### config.mk
export PLATFORM = sky130hd
export DESIGN_NAME = pixel_color_blend
export DESIGN_NICKNAME = d
export VERILOG_FILES = /design/src/sv/pcb_pkg.sv /design/src/sv/pcb_chan_mix.sv /design/src/sv/pixel_color_blend.sv
export VERILOG_INCLUDE_DIRS = /design/src /design/src/sv
export SDC_FILE = /design/constraint.sdc
export NUM_CORES = 1
export LEC_CHECK = 0
export BUFFER_PORTS_ARGS = -buffer_cell sky130_fd_sc_hd__buf_2
export CAP_MARGIN = 20
export CORE_MARGIN = 3
export CORE_UTILIZATION = 40
export CTS_CLUSTER_SIZE = 28
export DETAILED_ROUTE_END_ITERATION = 10
export PLACE_DENSITY_LB_ADDON = 0.15
export SETUP_SLACK_MARGIN = 0.05
export SLEW_MARGIN = 20
export SYNTH_ARGS = -nofsm -noshare
export SYNTH_HDL_FRONTEND = slang
export SYNTH_HIERARCHICAL = 1
export SYNTH_SLANG_ARGS = --single-unit
### constraint.sdc
create_clock -name clk -period 12.3 [get_ports clk]
set_input_delay 2.46 -clock clk [delete_from_list [all_inputs] [get_ports clk]]
set_output_delay 2.46 -clock clk [all_outputs]
set_load 0.005 [all_outputs]
### src/sv/pixel_color_blend_defines.svh
// Assertion macros shared by the pixel color blend RTL.
`ifndef PIXEL_COLOR_BLEND_DEFINES_SVH
`define PIXEL_COLOR_BLEND_DEFINES_SVH

// Same-cycle implication, checked on clk outside reset.
`define PCB_ASSERT_IMP(label, ante, cons) \
    label: assert property (@(posedge clk) disable iff (!rst_n) (ante) |-> (cons)) \
        else $error("pixel_color_blend: same-cycle check failed");

// Next-cycle implication, checked on clk outside reset.
`define PCB_ASSERT_NXT(label, ante, cons) \
    label: assert property (@(posedge clk) disable iff (!rst_n) (ante) |=> (cons)) \
        else $error("pixel_color_blend: next-cycle check failed");

`endif

### src/sv/pcb_pkg.sv
// Shared types, codes and arithmetic helpers of the pixel color blend.
package pcb_pkg;

    localparam int unsigned PIX_W      = 32;
    localparam int unsigned CH_W       = 8;
    localparam int unsigned CFG_IDX_W  = 8;
    localparam int unsigned CH_MAX     = 255;
    localparam int unsigned ALPHA_OPAQUE = 8'hFF;
    // floor(x / 3) == (x * 683) >> 11 for every x up to 765
    localparam int unsigned GRAY_RECIP = 683;
    localparam int unsigned GRAY_SHIFT = 11;
    localparam int unsigned GSUM_W     = 10;
    localparam int unsigned GPROD_W    = 20;

    typedef enum logic [2:0] {
        MODE_XOR   = 3'd0,
        MODE_ALPHA = 3'd1,
        MODE_KEY   = 3'd2,
        MODE_GRAY  = 3'd3,
        MODE_PASS  = 3'd4
    } blend_mode_t;

    typedef enum logic [CFG_IDX_W-1:0] {
        CFG_BLEND_MODE = 8'd0,
        CFG_KEY_COLOR  = 8'd1
    } cfg_index_t;

    // Load strobes of the channel mixer stages
    typedef struct packed {
        logic s1_load;
        logic s2_load;
    } stage_en_t;

    // floor(x / 255) for x up to 255 * 255: (x + 1 + (x >> 8)) >> 8
    function automatic logic [CH_W-1:0] div255(input logic [15:0] x);
        logic [16:0] t;
        t = 17'(x) + 17'd1 + 17'(x[15:8]);
        return t[15:8];
    endfunction

endpackage

### src/sv/pcb_chan_mix.sv
// One color channel of the alpha mix: weighted products, then their sum.
module pcb_chan_mix (
    input  logic                         clk,
    input  pcb_pkg::stage_en_t           en,
    input  logic [pcb_pkg::CH_W-1:0]     src_chan,
    input  logic [pcb_pkg::CH_W-1:0]     dest_chan,
    input  logic [pcb_pkg::CH_W-1:0]     alpha,
    output logic [15:0]                  mix_sum
);

    logic [15:0] prod_src_reg;
    logic [15:0] prod_dest_reg;
    logic [15:0] prod_src_next;
    logic [15:0] prod_dest_next;
    logic [15:0] sum_reg;
    logic [15:0] sum_next;
    logic [pcb_pkg::CH_W-1:0] inv_alpha;

    assign inv_alpha      = pcb_pkg::CH_W'(pcb_pkg::CH_MAX) - alpha;
    assign prod_src_next  = {8'd0, src_chan} * {8'd0, alpha};
    assign prod_dest_next = {8'd0, dest_chan} * {8'd0, inv_alpha};
    // Both weights add to 255, so the sum never exceeds 255 * 255
    assign sum_next       = prod_src_reg + prod_dest_reg;

    always_ff @(posedge clk)
    begin
        if (en.s1_load)
        begin
            prod_src_reg  <= prod_src_next;
            prod_dest_reg <= prod_dest_next;
        end
        if (en.s2_load)
        begin
            sum_reg <= sum_next;
        end
    end

    assign mix_sum = sum_reg;

endmodule

### src/sv/pixel_color_blend.sv
// Top level of the ARGB8888 pixel blend: stream ports, config and pipeline.
//
//  channel   direction  handshake                    payload
//  s_axis    in         s_axis_tvalid/s_axis_tready  tdata: dest_pixel, src_pixel
//  m_axis    out        m_axis_tvalid/m_axis_tready  tdata: out_pixel
//  cfg       in         cfg_valid/cfg_ready          cfg_index, cfg_data
//
// Items pass through the three register stages (products, sums, divide and
// select), the last of which is the output register; one item is taken every
// cycle while m_axis is not stalled.
// An m_axis stall holds full stages with all ahead full; empty stages fill, so
// s_axis_tready drops only when all three stages hold an item.
// Reset clears the stage valid bits and sets blend_mode to alpha blend and
// key_color to zero. Config writes are always taken.
`include "pixel_color_blend_defines.svh"

module pixel_color_blend (
    input  logic                              clk,
    input  logic                              rst_n,
    input  logic                              s_axis_tvalid,
    output logic                              s_axis_tready,
    input  logic [63:0]                       s_axis_tdata,  // dest_pixel[31:0], src_pixel[63:32]
    output logic                              m_axis_tvalid,
    input  logic                              m_axis_tready,
    output logic [31:0]                       m_axis_tdata,  // out_pixel[31:0]
    input  logic                              cfg_valid,
    output logic                              cfg_ready,
    input  logic [pcb_pkg::CFG_IDX_W-1:0]     cfg_index,
    input  logic [31:0]                       cfg_data
);

    // Configuration registers
    pcb_pkg::blend_mode_t mode_reg;
    logic [31:0]          key_color_reg;

    // Stage advance chain: a stage moves when it is empty or the next moves
    logic adv1;
    logic adv2;
    logic adv3;

    logic v1_reg;
    logic v2_reg;
    logic v3_reg;

    // Stage 1 payload
    pcb_pkg::blend_mode_t           mode1_reg;
    logic [31:0]                    src1_reg;
    logic [31:0]                    dest1_reg;
    logic                           key_hit1_reg;
    logic [pcb_pkg::GSUM_W-1:0]     gsum1_reg;
    logic [pcb_pkg::GSUM_W-1:0]     gsum1_next;

    // Stage 2 payload
    pcb_pkg::blend_mode_t           mode2_reg;
    logic [31:0]                    src2_reg;
    logic [31:0]                    dest2_reg;
    logic                           key_hit2_reg;
    logic [pcb_pkg::GPROD_W-1:0]    gprod2_reg;
    logic [pcb_pkg::GPROD_W-1:0]    gprod2_next;

    // Stage 3 (output) payload
    logic [31:0]                    out_pixel_reg;
    logic [31:0]                    out_pixel_next;

    logic [31:0]      in_dest;
    logic [31:0]      in_src;
    logic [15:0]      mix_sum [3];
    logic [7:0]       mix_chan [3];
    logic [7:0]       gray;
    logic [7:0]       opaque;
    pcb_pkg::stage_en_t mix_en;

    assign in_dest = s_axis_tdata[31:0];
    assign in_src  = s_axis_tdata[63:32];

    assign adv3 = !v3_reg || m_axis_tready;
    assign adv2 = !v2_reg || adv3;
    assign adv1 = !v1_reg || adv2;

    assign s_axis_tready = adv1;
    assign cfg_ready     = 1'b1;

    // Config writes: drop indexes beyond the register list
    always_ff @(posedge clk or negedge rst_n)
    begin
        if (!rst_n)
        begin
            mode_reg      <= pcb_pkg::MODE_ALPHA;
            key_color_reg <= 32'd0;
        end
        else if (cfg_valid)
        begin
            unique case (cfg_index)
                pcb_pkg::CFG_BLEND_MODE: mode_reg <= pcb_pkg::blend_mode_t'(cfg_data[2:0]);
                pcb_pkg::CFG_KEY_COLOR:  key_color_reg <= cfg_data;
                default: ;
            endcase
        end
    end

    // Valid bits travel with the items
    always_ff @(posedge clk or negedge rst_n)
    begin
        if (!rst_n)
        begin
            v1_reg <= 1'b0;
            v2_reg <= 1'b0;
            v3_reg <= 1'b0;
        end
        else
        begin
            if (adv1)
                v1_reg <= s_axis_tvalid;
            if (adv2)
                v2_reg <= v1_reg;
            if (adv3)
                v3_reg <= v2_reg;
        end
    end

    // Stage 1: capture the item, compare against the key, sum source RGB
    assign gsum1_next = pcb_pkg::GSUM_W'(in_src[23:16]) + pcb_pkg::GSUM_W'(in_src[15:8])
                      + pcb_pkg::GSUM_W'(in_src[7:0]);

    always_ff @(posedge clk)
    begin
        if (adv1 && s_axis_tvalid)
        begin
            mode1_reg    <= mode_reg;
            src1_reg     <= in_src;
            dest1_reg    <= in_dest;
            key_hit1_reg <= (in_src == key_color_reg);
            gsum1_reg    <= gsum1_next;
        end
    end

    // Stage 2: scale the gray sum by the reciprocal of three
    assign gprod2_next = pcb_pkg::GPROD_W'(gsum1_reg)
                       * pcb_pkg::GPROD_W'(pcb_pkg::GRAY_RECIP);

    always_ff @(posedge clk)
    begin
        if (adv2 && v1_reg)
        begin
            mode2_reg    <= mode1_reg;
            src2_reg     <= src1_reg;
            dest2_reg    <= dest1_reg;
            key_hit2_reg <= key_hit1_reg;
            gprod2_reg   <= gprod2_next;
        end
    end

    // Channel mixers share the stage 1 and stage 2 load strobes
    assign mix_en.s1_load = adv1 && s_axis_tvalid;
    assign mix_en.s2_load = adv2 && v1_reg;

    for (genvar c = 0; c < 3; c++)
    begin : g_mix
        pcb_chan_mix u_mix (
            .clk       (clk),
            .en        (mix_en),
            .src_chan  (in_src[8*c +: 8]),
            .dest_chan (in_dest[8*c +: 8]),
            .alpha     (in_src[31:24]),
            .mix_sum   (mix_sum[c])
        );
        assign mix_chan[c] = pcb_pkg::div255(mix_sum[c]);
    end

    // Stage 3: finish the divides and pick the result by mode
    assign gray   = gprod2_reg[pcb_pkg::GRAY_SHIFT +: 8];
    assign opaque = 8'(pcb_pkg::ALPHA_OPAQUE);

    always_comb
    begin
        case (mode2_reg)
            pcb_pkg::MODE_XOR:   out_pixel_next = {opaque, dest2_reg[23:0] ^ src2_reg[23:0]};
            pcb_pkg::MODE_ALPHA: out_pixel_next = {opaque, mix_chan[2], mix_chan[1], mix_chan[0]};
            pcb_pkg::MODE_KEY:   out_pixel_next = key_hit2_reg ? dest2_reg : src2_reg;
            pcb_pkg::MODE_GRAY:  out_pixel_next = {opaque, gray, gray, gray};
            // pass source, and codes without a meaning of their own
            default:             out_pixel_next = src2_reg;
        endcase
    end

    always_ff @(posedge clk)
    begin
        if (adv3 && v2_reg)
            out_pixel_reg <= out_pixel_next;
    end

    assign m_axis_tvalid = v3_reg;
    assign m_axis_tdata  = out_pixel_reg;

    // A full pipeline under output stall must refuse new items
    `PCB_ASSERT_IMP(a_full_stall_blocks, v1_reg && v2_reg && v3_reg && !m_axis_tready, !s_axis_tready)
    // An accepted item occupies stage 1 on the next cycle
    `PCB_ASSERT_NXT(a_accept_fills_s1, s_axis_tvalid && s_axis_tready, v1_reg)
    // A held stage 1 keeps its item
    `PCB_ASSERT_NXT(a_s1_hold, v1_reg && !adv2, v1_reg && $stable(src1_reg) && $stable(dest1_reg))

endmodule

==> run summary, run 1 <==
The run finished with clean final reports. The clock transition time at the flip-flop clock pins of the worst setup and hold paths came out at 0.06 ns. The min-delay analysis places its worst path in the category reg -> reg. The worst-case clock skew is 0.0111 ns.

The most used flip-flop cell after synthesis is sky130_fd_sc_hd__edfxtp_1. The routed design could run at a clock period as short as 6.69 ns. The critical path goes through buf_2, buf_4, nand2_1, fa_1, fa_1, inv_1, fa_1, inv_1, fa_1, inv_1, ha_1, o21ai_0, a211oi_1, a2111oi_2, a21oi_1, xor2_1.

The post-CTS setup buffer count is 0. The global-route wire length before repair came out at 126 mm. The number of buffers on the longest clock path is 3.

The via count of the first global-routing pass came out at 22245. After global routing, the most crowded layer is met2. The proportion of synthesized flip-flops having asynchronous set or reset is 10.3%. The placement row count is 101.

For this run, global-route usage on met2 was measured as 32.5%. The pre-antenna-repair detailed-routing pass consisted of 5 iterations. The number of remaining DRC errors came out at 0. The initial core utilization is 40.7%. The minimum setup slack in the final design came out at 5.61 ns. The internal power summed over all cells is 0.00445 W. The die covers 0.0812 mm^2. The level count of the clock H-tree is 2. The met3 usage is 2.73%. The share of layout cells above drive strength 1 came out at 10.3%. The number of library cell types mapped by synthesis is 93. Buffers placed on the I/O ports in this run total 142. The synthesized area per cell is 10.9 um^2. The type of the setup path with the least slack is in -> reg.

The switching part of the total power is 41.4%. The sum of net half-perimeters after detailed placement came out at 58.8 mm. The wire length reported by the detailed router came out at 78.6 mm. The remaining max-slew budget at the tightest pin came out at 35.4%.

The detailed router finished its first iteration with 1207 violations. The die is 285 um wide. The number of buffers created by CTS is 46.

Max-cap violations in this run came to 0. The weighted congestion reported at the end of routability-driven placement came out at 0.837. The largest fanout on the critical path is 50. Counting every sink on the clock net gives 368. The worst setup path is launched from an input pin. For this design the top-level I/O count stands at 144.

The delay of the slowest cell on the worst path is 0.54 ns. The slowest stage of the critical path is the sky130_fd_sc_hd__buf_4 cell. The power density normalized to cell area came out at 220 mW/mm^2.

The cell count after synthesis is 2842. The number of nets handed over by synthesis was 3547. The clock network is responsible for 18.3% of the overall power. The synthesized netlist devotes 30.0% of its cell area to adder and majority cells.

The met1 usage is 27.3%. The cell sitting at the root of the clock tree is a sky130_fd_sc_hd__clkbuf_16. TritonCTS built the clock tree. The core area came out at 0.0765 mm^2.

The register share of total power is 27.2%. After global routing the overflow that remains totals 0. The global-route usage over all layers came out at 19.8%.

The number of synthesized flops with an enable pin came out at 330. The total standard cell area after synthesis is 0.0311 mm^2. The minimum setup slack after placement came out at 4.98 ns. The max-slew violation total from the final report is 0. The count of final setup violators came out at 0. The combinational cell fraction of total power is 54.5%. The total of warnings raised by yosys came out at 6.

The portion of synthesized area spent on multiplexers is 1.33%. The initial antenna violation count came out at 9. Data arrives at the worst endpoint at 7.03 ns. In this run the vertical extent of the chip is 285 um.

The endpoint class of the critical path is a register. For this run, the register share of the synthesized area comes to 34.9%. The top achievable clock speed came out at 149 MHz. The net total in the final layout is 3691.

By area, the combinational part of the netlist is dominated by adder cells. The peak supply drop came out at 146 uV. The clock latency at the later pin of the worst-skew pair is 0.59 ns. The final setup TNS came out at 0 ns. The worst hold margin is 0.407 ns.

The layout overhead on the synthesized area is 10.9%. Entering global routing, the biggest net connects 73 pins. The synthesized netlist devotes 4.22% of its cell area to XOR and XNOR gates. For the pin with the worst max-slew slack, the measured transition is 0.969 ns. The wire length per cell came out at 19.3 um. Setup repair after global routing left no endpoint under its margin. The number of vias after detailed routing came out at 21249. The analysis attributes to net switching a power of 0.00314 W.

The critical path's most frequent cell is sky130_fd_sc_hd__fa_1. The synthesized flop and latch total is 368. Buffers inserted to repair hold after CTS numbered 0. STA puts the critical path data required time at 12.63 ns.

Once detail routing completed, the nets flagged for antenna violations numbered 0. The cell leakage power came out at 15.3 nW. The hold violation count in the final report is 0. The routed via count divided by cell count came out at 5.23.

The number of gates resized after CTS came out at 0. The worst path uses 54.4% of the clock period. The fraction of the mapped netlist area in compound gates is 10.3%. The post-synthesis share of cell area spent on and, or, nand and nor gates came out at 13.7%.
[through the flow]
stage | cells | cell area, um^2 | util, % | total power (W)
floorplan | 2842 | 31100 | - | 0.00518
global placement | 3968 | 32900 | 43.1 | 0.00616
detailed placement | 3968 | 32900 | 43.1 | 0.00622
CTS | 4054 | 34500 | 45.1 | 0.00766
global route | 4059 | 34500 | 45.1 | 0.00833
finish | 4060 | 34500 | 45.1 | 0.00759
[kinds of logic (layout without fill, tap and decap cells)]
family | after synthesis | count (layout)
and+or+nand+nor | 777 | 777
adders and majority gates | 596 | 596
AOI/OAI and AO/OA | 471 | 471
buffers and inverters | 442 | 624
DFF | 368 | 368
xor gates and xnor gates | 150 | 150
muxes | 37 | 37
other | 1 | 7
[power by group through the flow]
stage	clock [W]	combinational (W)	sequential, W
finish	0.00139	0.00414	0.00206
global route	0.00149	0.00476	0.00209
CTS	0.00143	0.00417	0.00206
detailed placement	0	0.00413	0.00209
global placement	0	0.00407	0.00208
floorplan	0	0.00319	0.00199
[cell type report]
cell class,instances,area [um^2]
Antenna cell,6,15.0
Clock buffer,56,1220
Clock inverter,30,347
Fill cell,7141,41900
Inverter,382,1430
Multi-Input combinational cell,2032,18500
Sequential cell,368,10900
Tap cell,1030,1290
Timing Repair Buffer,156,816
[Yosys cell counts, drive strengths merged, types with 29 or more instances]
cell type  instances  area [um^2]
nor2b            175         1110
xor2              68          596
fa               249         4980
edfxtp           330         9910
o21ai            136          688
ha               347         4340
a21oi            105          541
o21a              29          218
mux2              35          394
dfrtp             37          926
a21o              36          272
nand2b            52          325
xnor2             82          718
nor2             147          562
nand2             96          360
clkbuf            40          151
and2             175         1090
inv              382         1430
nand3             33          165
[layout by cell type (no fill, tap or decap), types with 7 or more instances in the layout]
cell type                   netlist  layout
sky130_fd_sc_hd__nand2_1         96      96
sky130_fd_sc_hd__o31ai_1          7       7
sky130_fd_sc_hd__o21ai_0        114     114
sky130_fd_sc_hd__nand2b_1        52      52
sky130_fd_sc_hd__nand4_1         11      11
sky130_fd_sc_hd__mux2_2          35      35
sky130_fd_sc_hd__clkbuf_16        0      47
sky130_fd_sc_hd__o22a_1           9       9
sky130_fd_sc_hd__a31oi_1         16      16
sky130_fd_sc_hd__o211ai_1        14      14
sky130_fd_sc_hd__clkinv_2         0       7
sky130_fd_sc_hd__a21o_1          35      35
sky130_fd_sc_hd__nand3_1         33      33
sky130_fd_sc_hd__dfrtp_1         37      37
sky130_fd_sc_hd__a211oi_1        16      16
sky130_fd_sc_hd__buf_2            9     142
sky130_fd_sc_hd__edfxtp_1       330     330
sky130_fd_sc_hd__xnor2_1         82      82
sky130_fd_sc_hd__xor2_1          68      68
sky130_fd_sc_hd__nor3_1          26      26
sky130_fd_sc_hd__o21a_1          29      29
sky130_fd_sc_hd__nor2_1         145     145
sky130_fd_sc_hd__and3_1          16      16
sky130_fd_sc_hd__o21bai_1         7       7
sky130_fd_sc_hd__o2111ai_1       14      14
sky130_fd_sc_hd__buf_4            3      14
sky130_fd_sc_hd__and2_1         175     172
sky130_fd_sc_hd__nor4_1          15      15
sky130_fd_sc_hd__clkbuf_1        39       8
sky130_fd_sc_hd__fa_1           249     249
sky130_fd_sc_hd__ha_1           347     347
sky130_fd_sc_hd__inv_1          382     382
sky130_fd_sc_hd__o21ai_1         20      20
sky130_fd_sc_hd__a21oi_1        103     103
sky130_fd_sc_hd__nor2b_1        172     172
[worst paths after layout]
check	start	depth (start not counted)	slack, ns	to
worst max-delay path	s_axis_tdata[60]	16	5.61	g_mix[0].u_mix/prod_src_reg[13]
worst min-delay path	src1_reg[24]	0	0.41	src2_reg[24]
worst max register to register	gsum1_reg[5]	16	7.75	gprod2_reg[16]
worst min register to register	src1_reg[24]	0	0.41	src2_reg[24]
max in group asynchronous	rst_n	1	9.70	key_color_reg[26]
min in group asynchronous	rst_n	1	2.00	v1_reg
[per-layer routing]
layer	wire, um	up-vias
li1	-	10030
met1	36100	10614
met2	36700	508
met3	3800	97
met4	1980	0
met5	0	-
[critical path: cells and delay by family]
kind                     cells  cell delay [ns]
AO/OA/AOI/OAI                4             1.01
XOR/XNOR                     1             0.16
adder cells (fa/ha/maj)      5             2.42
buffers and inverters        5             0.78
AND/OR/NAND/NOR              1             0.19
Power figures use the tool's default switching activity.
==> inputs of run 2 (changes only) <==
==> constraint.sdc (replaced) <==
create_clock -name clk -period 7 [get_ports clk]
set_input_delay 1.4 -clock clk [delete_from_list [all_inputs] [get_ports clk]]
set_output_delay 1.4 -clock clk [all_outputs]
set_load 0.005 [all_outputs]
==> run 2 against run 1 <==
  * Critical path depth did not move
  * Register-to-register slack got worse by 5.4 ns
  * Die area unchanged
  * Total power up 73%
  * Setup slack worse by 4.3 ns
  * Final area shrank 0.40%
  * Sequential power grew 75%
  * Sequential share of layout area increased by 0.12 points
  * Critical endpoint is now g_mix[1].u_mix/prod_dest_reg[15]
  * Largest power group unchanged
  * Highest routed layer unchanged
==> run summary, run 2 (synthesized netlist as in run 1, its figures left out) <==
The sequential cell area came out at 0.0109 mm^2. Timing analysis after detailed placement gives a worst setup slack of 0.804 ns. The required time of the critical path came out at 7.37 ns. TritonCTS created 44 clock buffers. STA classifies the critical path endpoint as a register.

In this run the worst hold path is classified as reg -> reg. Traced cell by cell, the critical path runs through buf_2, buf_4, nand2b_1, fa_1, fa_1, inv_1, fa_1, inv_1, fa_1, inv_1, ha_1, and2_1, o21ai_1, a31oi_2, o2111a_1, a311oi_1. The wire length reported by the detailed router came out at 79.0 mm.

In the routed design, unresolved DRC markers number 0. Leaving out fill and tap cells, the most frequent cell in the layout is sky130_fd_sc_hd__inv_1. The post-place instance area is 0.0330 mm^2.

The master of the slowest instance on the critical path is sky130_fd_sc_hd__fa_1. The most numerous cell type found on the critical path is sky130_fd_sc_hd__fa_1. The capture point of the critical path is g_mix[1].u_mix/prod_dest_reg[15]. The worst-case clock skew came out at 0.0144 ns.

After detailed routing, the average wire length per cell comes to 19.5 um. STA classifies the critical path startpoint as an input pin. The count of hold buffers inserted by post-cts repair came out at 0. By startpoint and endpoint, the worst setup path is classified as in -> reg. The maximum number of pins on one net before global-route repair is 113. The endpoint identified for the worst register-to-register timing path is gprod2_reg[16].

The initial core utilization came out at 40.7%. TritonCTS built the clock tree. The remaining max-slew budget at the tightest pin is 30.3%. The max-cap check violation count came out at 0.

The largest fanout on the critical path is 27. The minimum setup slack in the final design came out at 1.34 ns. Setup repair after global routing left no endpoint under its margin.

The die extent in x came out at 285 um. The sum of internal, switching and leakage power is 0.0131 W. The arrival time of the worst setup path came out at 6.03 ns.

The number of vias after detailed routing is 21157. The vertical extent of the die is 285 um. The max-slew violation total from the final report came out at 0.

The count of TritonRoute iterations in the first routing pass is 5. The number of inserted filler cells in the final layout is 7162. After routing the design area is 0.0344 mm^2. The largest single stage delay on the critical path is 0.53 ns. The library cells used most frequently in the layout, excluding fill and tap cells, are sky130_fd_sc_hd__inv_1 (382), sky130_fd_sc_hd__ha_1 (347), sky130_fd_sc_hd__edfxtp_1 (330). The global-route wire length before repair is 124 mm. In this run the worst setup path begins at s_axis_tdata[60]. For this design the static power due to leakage is 15.3 nW. The number of buffers on the longest clock path came out at 3. The weighted congestion reported at the end of routability-driven placement came out at 0.861. The post-CTS setup buffer count is 0. The total I/O pin count is 144.

The minimum clock period came out at 5.66 ns. The floorplan step defined a die boundary enclosing 0.0812 mm^2. The flow ran to the end, and the final reports show no timing, DRC or antenna violations.

The remaining global-route overflow is 0. At the pin with the least slew margin, the transition time is 1.05 ns. In the final layout, the multi-input gates occupy 0.0185 mm^2. The level count of the clock H-tree is 2.

The count of final setup violators came out at 0. The routed via count divided by cell count is 5.22. The total clock sinks came out at 368. The number of input and output port buffers inserted is 142.

The final setup TNS came out at 0 ns. The top achievable clock speed came out at 177 MHz. The share of layout cells above drive strength 1 is 10.1%. In this run, the number of DRC markers left after iteration 0 of detailed routing was 1289. The clock transition time at the flip-flop clock pins of the worst setup and hold paths is 0.06 ns. The cell sitting at the root of the clock tree is a sky130_fd_sc_hd__clkbuf_16. The hold violation count in the final report was 0. The placement row count came out at 101. The post-detailed-route count of antenna-violating nets is 0. The layout overhead on the synthesized area is 10.5%.

The core area is 0.0765 mm^2. The peak supply drop came out at 227 uV. The minimum setup slack among reg-to-reg paths is 2.38 ns.

The startpoint of the worst register-to-register path is gsum1_reg[5]. The sum of net half-perimeters after detailed placement is 60.0 mm. In the global route stage, overall resource usage came out at 19.5%. The initial antenna violation count is 9. The clock latency at the later pin of the worst-skew pair is 0.59 ns.

The number of gates resized after CTS came out at 0. The via count of the first global-routing pass came out at 21940. The worst reg-to-reg path cell count came out at 16.

The net total in the final layout came out at 3691. After layout, the worst path uses 80.9% of the clock period. The power density normalized to cell area is 381 mW/mm^2.
-- run 2: area by class of cell --
cell class	instances	share of cell area, %
Multi-Input combinational cell	2032	53.9
Sequential cell	368	31.6
Inverter	382	4.17
Tap cell	1030	3.75
Clock buffer	51	3.34
Timing Repair Buffer	158	2.53
Clock inverter	27	0.695
Antenna cell	2	0.0146
-- run 2: power by group --
group          total (W)  internal, W  switching [W]  leakage (nW)
Clock            0.00221      0.00126       0.000948         0.675
Sequential       0.00360      0.00328       0.000314          3.70
Combinational    0.00730      0.00306        0.00424          10.9
Total             0.0131      0.00760        0.00551          15.3
-- run 2: stage by stage --
step	std cells	utilization, %	hold WS [ns]
2_1_floorplan	2842	-	0.400
3_3_place_gp	3970	43.1	0.401
3_5_place_dp	3970	43.1	0.405
4_1_cts	4048	45.0	0.395
5_1_grt	4048	45.0	0.417
6_report	4050	45.0	0.405
-- run 2: worst min path at each step --
stage	end	start	cells past startpoint	slack [ns]
after floorplan	dest2_reg[0]	dest1_reg[0]	0	0.40
after global placement	src2_reg[11]	src1_reg[11]	0	0.40
after detailed placement	dest2_reg[17]	dest1_reg[17]	0	0.40
after CTS	src2_reg[13]	src1_reg[13]	0	0.39
after global routing	src2_reg[24]	src1_reg[24]	0	0.42
final	src2_reg[13]	src1_reg[13]	0	0.41
-- run 2: routing by layer --
metal | track usage [%] | wire length (um) | part of all wire (%) | vias up
met5 | 0 | 0 | 0 | -
li1 | - | - | - | 10009
met3 | 2.56 | 3780 | 4.8 | 90
met4 | 4.43 | 1470 | 1.9 | 0
met2 | 31.9 | 36500 | 46 | 524
met1 | 27.7 | 37300 | 47 | 10534
-- run 2: critical path, delay by kind of cell --
kind / cells / cell delay, ns
AOI/OAI and AO/OA: 4 / 0.88
and+or+nand+nor: 2 / 0.38
buffers and inverters: 5 / 1.01
adders and majority gates: 5 / 2.34
==> inputs of run 3 (changes only) <==
--- a/config.mk
+++ b/config.mk
@@ -6,6 +6,7 @@
 export SDC_FILE = /design/constraint.sdc
 export NUM_CORES = 1
 export LEC_CHECK = 0
+export ABC_AREA = 1
 export BUFFER_PORTS_ARGS = -buffer_cell sky130_fd_sc_hd__buf_2
 export CAP_MARGIN = 20
 export CORE_MARGIN = 3
==> constraint.sdc (replaced) <==
create_clock -name clk -period 5.4 [get_ports clk]
set_input_delay 1.08 -clock clk [delete_from_list [all_inputs] [get_ports clk]]
set_output_delay 1.08 -clock clk [all_outputs]
set_load 0.005 [all_outputs]
==> run 3 against run 2 <==
  * Clock skew decreased by 0.0035 ns
  * Hold slack improved by 0.0070 ns
  * Sequential share of layout area down 2.4 points
  * Critical endpoint is now g_mix[1].u_mix/prod_dest_reg[14]
  * Wire length grew 8.8%
  * Sequential cell count stayed put
  * Critical path depth is 3 higher
  * Global-route usage rose by 0.88 points
  * Largest power group unchanged
  * Via count increased by 18%
  * First-iteration DRC count is 23% higher
  * Clock power grew 39%
  * Cell count is 29% higher
  * Core utilization up 0.15 points
==> run summary, run 3 <==
The main combinational cell family by area after synthesis is adder cells. The flow ran to the end, and the final reports show no timing, DRC or antenna violations. The clock transition time at the flip-flop clock pins of the worst setup and hold paths is 0.06 ns.

The synthesized area per cell came out at 8.40 um^2. The vertical extent of the die came out at 295 um. The filler cells instantiated in the layout total 8258.

The die is 295 um wide. Of the total power, the share spent switching nets is 45.1%. The number of buffers created by CTS is 44. The starting DRC count in detailed routing is 1589. The number of buffers on the longest clock path is 3. Ranked by total cell area, the synthesized netlist is headed by sky130_fd_sc_hd__edfxtp_1 (30%), sky130_fd_sc_hd__fa_1 (15%), sky130_fd_sc_hd__ha_1 (13%).

Cell internal power was estimated by the tool at 0.0103 W. The share of power burned in the clock network is 16.3%. The leading cell type by number of instances after synthesis is sky130_fd_sc_hd__nand2_1.

The minimum clock period is 4.80 ns. After synthesis, the share of cell area in mux cells is 0.150%. The endpoint identified for the worst register-to-register timing path is gprod2_reg[15].

The level count of the clock H-tree is 2. The register share of total power came out at 26.1%. Compared with the post-synthesis result, the final layout area differs by 11.4%. Combinational logic is responsible for 57.6% of the overall power.

The xor and xnor fraction of the mapped netlist area is 3.54%. The routed via count divided by cell count is 4.78. The worst register-to-register path begins at gsum1_reg[7]. The via count of the first global-routing pass is 25088. For this run, asynchronously set or reset flops after synthesis account for 10.3%. The area share of the leading cell type in the synthesized netlist is 29.7%. TritonCTS built the clock tree.

The hold violation count in the final report is 0. STA puts the critical path data arrival time at 5.13 ns. The total clock sinks came out at 368. Synthesis inferred 368 register bits. The sequential share of the synthesized area came out at 32.6%. The weighted congestion reported at the end of routability-driven placement is 0.854.

The tree is rooted in a sky130_fd_sc_hd__clkbuf_16. Yosys mapped a number of flops with a built-in enable equal to 330. On the final layout, the worst clock skew is 0.0109 ns. The wire length per cell is 16.4 um. After Yosys synthesis, and, or, nand and nor cells account for 20.2% of the synthesized area. The first global-routing pass estimated 138 mm of wire. The cell count after synthesis is 3972. Among all flip-flop cells after synthesis, the most frequent one is sky130_fd_sc_hd__edfxtp_1. In this run the cell area of the synthesized design comes to 0.0334 mm^2. For this run, the number of Yosys warnings is 6. The max-cap check violation count came out at 0.

The startpoint identified for the worst hold timing path is src1_reg[6]. The fraction of the mapped netlist area in compound gates came out at 4.04%. After synthesis, the most frequently instantiated cells are sky130_fd_sc_hd__nand2_1 (973), sky130_fd_sc_hd__inv_1 (926), sky130_fd_sc_hd__ha_1 (347), sky130_fd_sc_hd__nor2_1 (342), sky130_fd_sc_hd__edfxtp_1 (330). The biggest area contributor in the post-synthesis netlist is sky130_fd_sc_hd__edfxtp_1. The number of input and output port buffers inserted came out at 142. The most critical setup path has its endpoint at g_mix[1].u_mix/prod_dest_reg[14]. STA classifies the critical path startpoint as an input pin. The required time of the critical path came out at 5.73 ns. The total I/O pin count is 144. The signal on the critical path passes through buf_2, buf_4, or2_2, fa_1, fa_1, inv_1, fa_1, inv_1, fa_1, inv_1, ha_1, nand2_1, nand2_1, nand2_1, nand2_1, nand2_1, nand3_1, nand2_1, nand2_1. The final setup TNS came out at 0 ns. Wires add up to 86.0 mm.

The number of gates resized after CTS came out at 0. The clock latency at the later pin of the worst-skew pair is 0.58 ns. Detailed placement finished with a half-perimeter wire length of 68.4 mm. Setup violations remaining at the end of the flow were counted as 0. For this run, the top clock speed supported by timing is 208 MHz.

The cell leakage power is 19.9 nW. The max-slew violation total from the final report is 0. The core area came out at 0.0824 mm^2. The endpoint class of the critical path is a register.

For this design, the slowest cell found on the critical path is sky130_fd_sc_hd__fa_1. The placement row count came out at 105. Setup repair after global routing left no endpoint under its margin. The critical path launch point is s_axis_tdata[60].

The global-route usage over all layers is 20.4%. The worst reg-to-reg path cell count is 19. The final cycle utilization of the critical path came out at 88.8%. The die covers 0.0869 mm^2.

The total nets after synthesis came out at 4677. The number of vias after detailed routing came out at 25031. The initial core utilization is 40.5%.

The count of hold buffers inserted by post-cts repair is 0. The worst hold margin is 0.412 ns. Across all register-to-register paths, the minimum setup slack is 1.29 ns. The total overflow left after global routing is 0. The maximum number of pins on one net before global-route repair came out at 83. The remaining max-slew budget at the tightest pin is 44.4%.

The fraction of the mapped netlist area in adder cells is 28.0%. The initial antenna violation count came to 2. The minimum setup slack in the final design came out at 0.603 ns. The library cell used most frequently in the layout, excluding fill and tap cells, is sky130_fd_sc_hd__nand2_1.

The number of library cell types mapped by synthesis came out at 52. In this run the remaining antenna-violating nets after routing total 0. The post-layout utilization of the core came out at 45.1%. The net switching power came out at 0.00851 W. After the last flow step, the layout net total stands at 4840. The delay of the slowest cell on the worst path came out at 0.53 ns. For this run, design rule violations remaining after detail routing come to 0. For this run, the detailed router's first-pass iteration total came to 5.

In the layout the commonest cells are sky130_fd_sc_hd__nand2_1 (973), sky130_fd_sc_hd__inv_1 (924), sky130_fd_sc_hd__ha_1 (347). The post-CTS setup buffer count is 0. Dividing total power by cell area gives a power density of 507 mW/mm^2. The critical path's most frequent cell is sky130_fd_sc_hd__nand2_1. The type of the setup path with the least slack is in -> reg.

The transition time at the pin with the least slew margin came out at 0.834 ns. At the placement stage, the worst setup path has a slack of 0.0207 ns. The worst-case IR drop observed on VDD is 359 uV. The sum of internal, switching and leakage power is 0.0189 W. The share of layout cells above drive strength 1 came out at 8.20%.

The largest fanout on the critical path is 16. The class of the tightest hold or removal check is reg -> reg.
-- run 3: changes by cell type in the layout (fill, tap and decap cells not counted), moves of 50 or more --
cell | previous run | this run
sky130_fd_sc_hd__nand3_1 | 33 | 156
sky130_fd_sc_hd__o21ai_0 | 114 | 36
sky130_fd_sc_hd__nor2b_1 | 172 | 0
sky130_fd_sc_hd__inv_1 | 382 | 924
sky130_fd_sc_hd__and2_1 | 172 | 4
sky130_fd_sc_hd__nand2b_1 | 52 | 0
sky130_fd_sc_hd__nand4_1 | 11 | 61
sky130_fd_sc_hd__nand2_1 | 96 | 973
sky130_fd_sc_hd__nor2_1 | 145 | 342
-- run 3: worst min path at each step --
stage / slack [ns] / depth (start not counted) / to
floorplan: 0.40 / 0 / dest2_reg[0]
global placement: 0.40 / 0 / src2_reg[12]
detailed placement: 0.40 / 0 / dest2_reg[14]
finish: 0.41 / 0 / src2_reg[6]
global route: 0.42 / 0 / dest2_reg[6]
CTS: 0.41 / 0 / src2_reg[6]
-- run 3: metal layers --
metal / share of wire [%] / vias to the layer above / GRT usage, %
met3: 4.1 / 110 / 1.91
met2: 45 / 491 / 33.2
met4: 2.6 / 0 / 5.54
met1: 48 / 11812 / 29.2
li1: - / 12618 / -
met5: 0 / - / 0
-- run 3: cells by family after synthesis --
group           after synthesis
compound gates              239
xor+xnor                    135
fa+ha+maj                   596
buf+inv                    1009
flops                       368
mux                           5
other cells                   1
simple gates               1619
-- run 3: final cells by class --
type / instances / area, um^2 / area share [%]
multi-input cells: 2595 / 18700 / 50.2
flip-flops and latches: 368 / 10900 / 29.2
inverters: 938 / 3530 / 9.50
well taps: 1070 / 1340 / 3.60
repair buffers: 188 / 1240 / 3.33
clock buffers: 55 / 1230 / 3.32
clock inverters: 27 / 282 / 0.758
diodes: 1 / 2.50 / 0.00673
-- run 3: per-stage QoR --
stage	cells	area [um^2]
after floorplan	3972	33400
after global placement	5157	35600
after detailed placement	5158	35600
after CTS	5240	37100
after global routing	5241	37200
final	5242	37200
-- run 3: power by group through the flow --
stage               sequential [W]  clock [W]  combinational, W
floorplan                  0.00474          0           0.00838
global placement           0.00500          0            0.0108
detailed placement         0.00500          0            0.0109
CTS                        0.00494    0.00316            0.0109
global route               0.00499    0.00327            0.0127
finish                     0.00491    0.00308            0.0109
-- run 3: critical path, delay by kind of cell --
| family | cells | cell delay, ns |
|---|---|---|
| adders and majority gates | 5 | 2.38 |
| and+or+nand+nor | 9 | 0.89 |
| buffers and inverters | 5 | 0.76 |
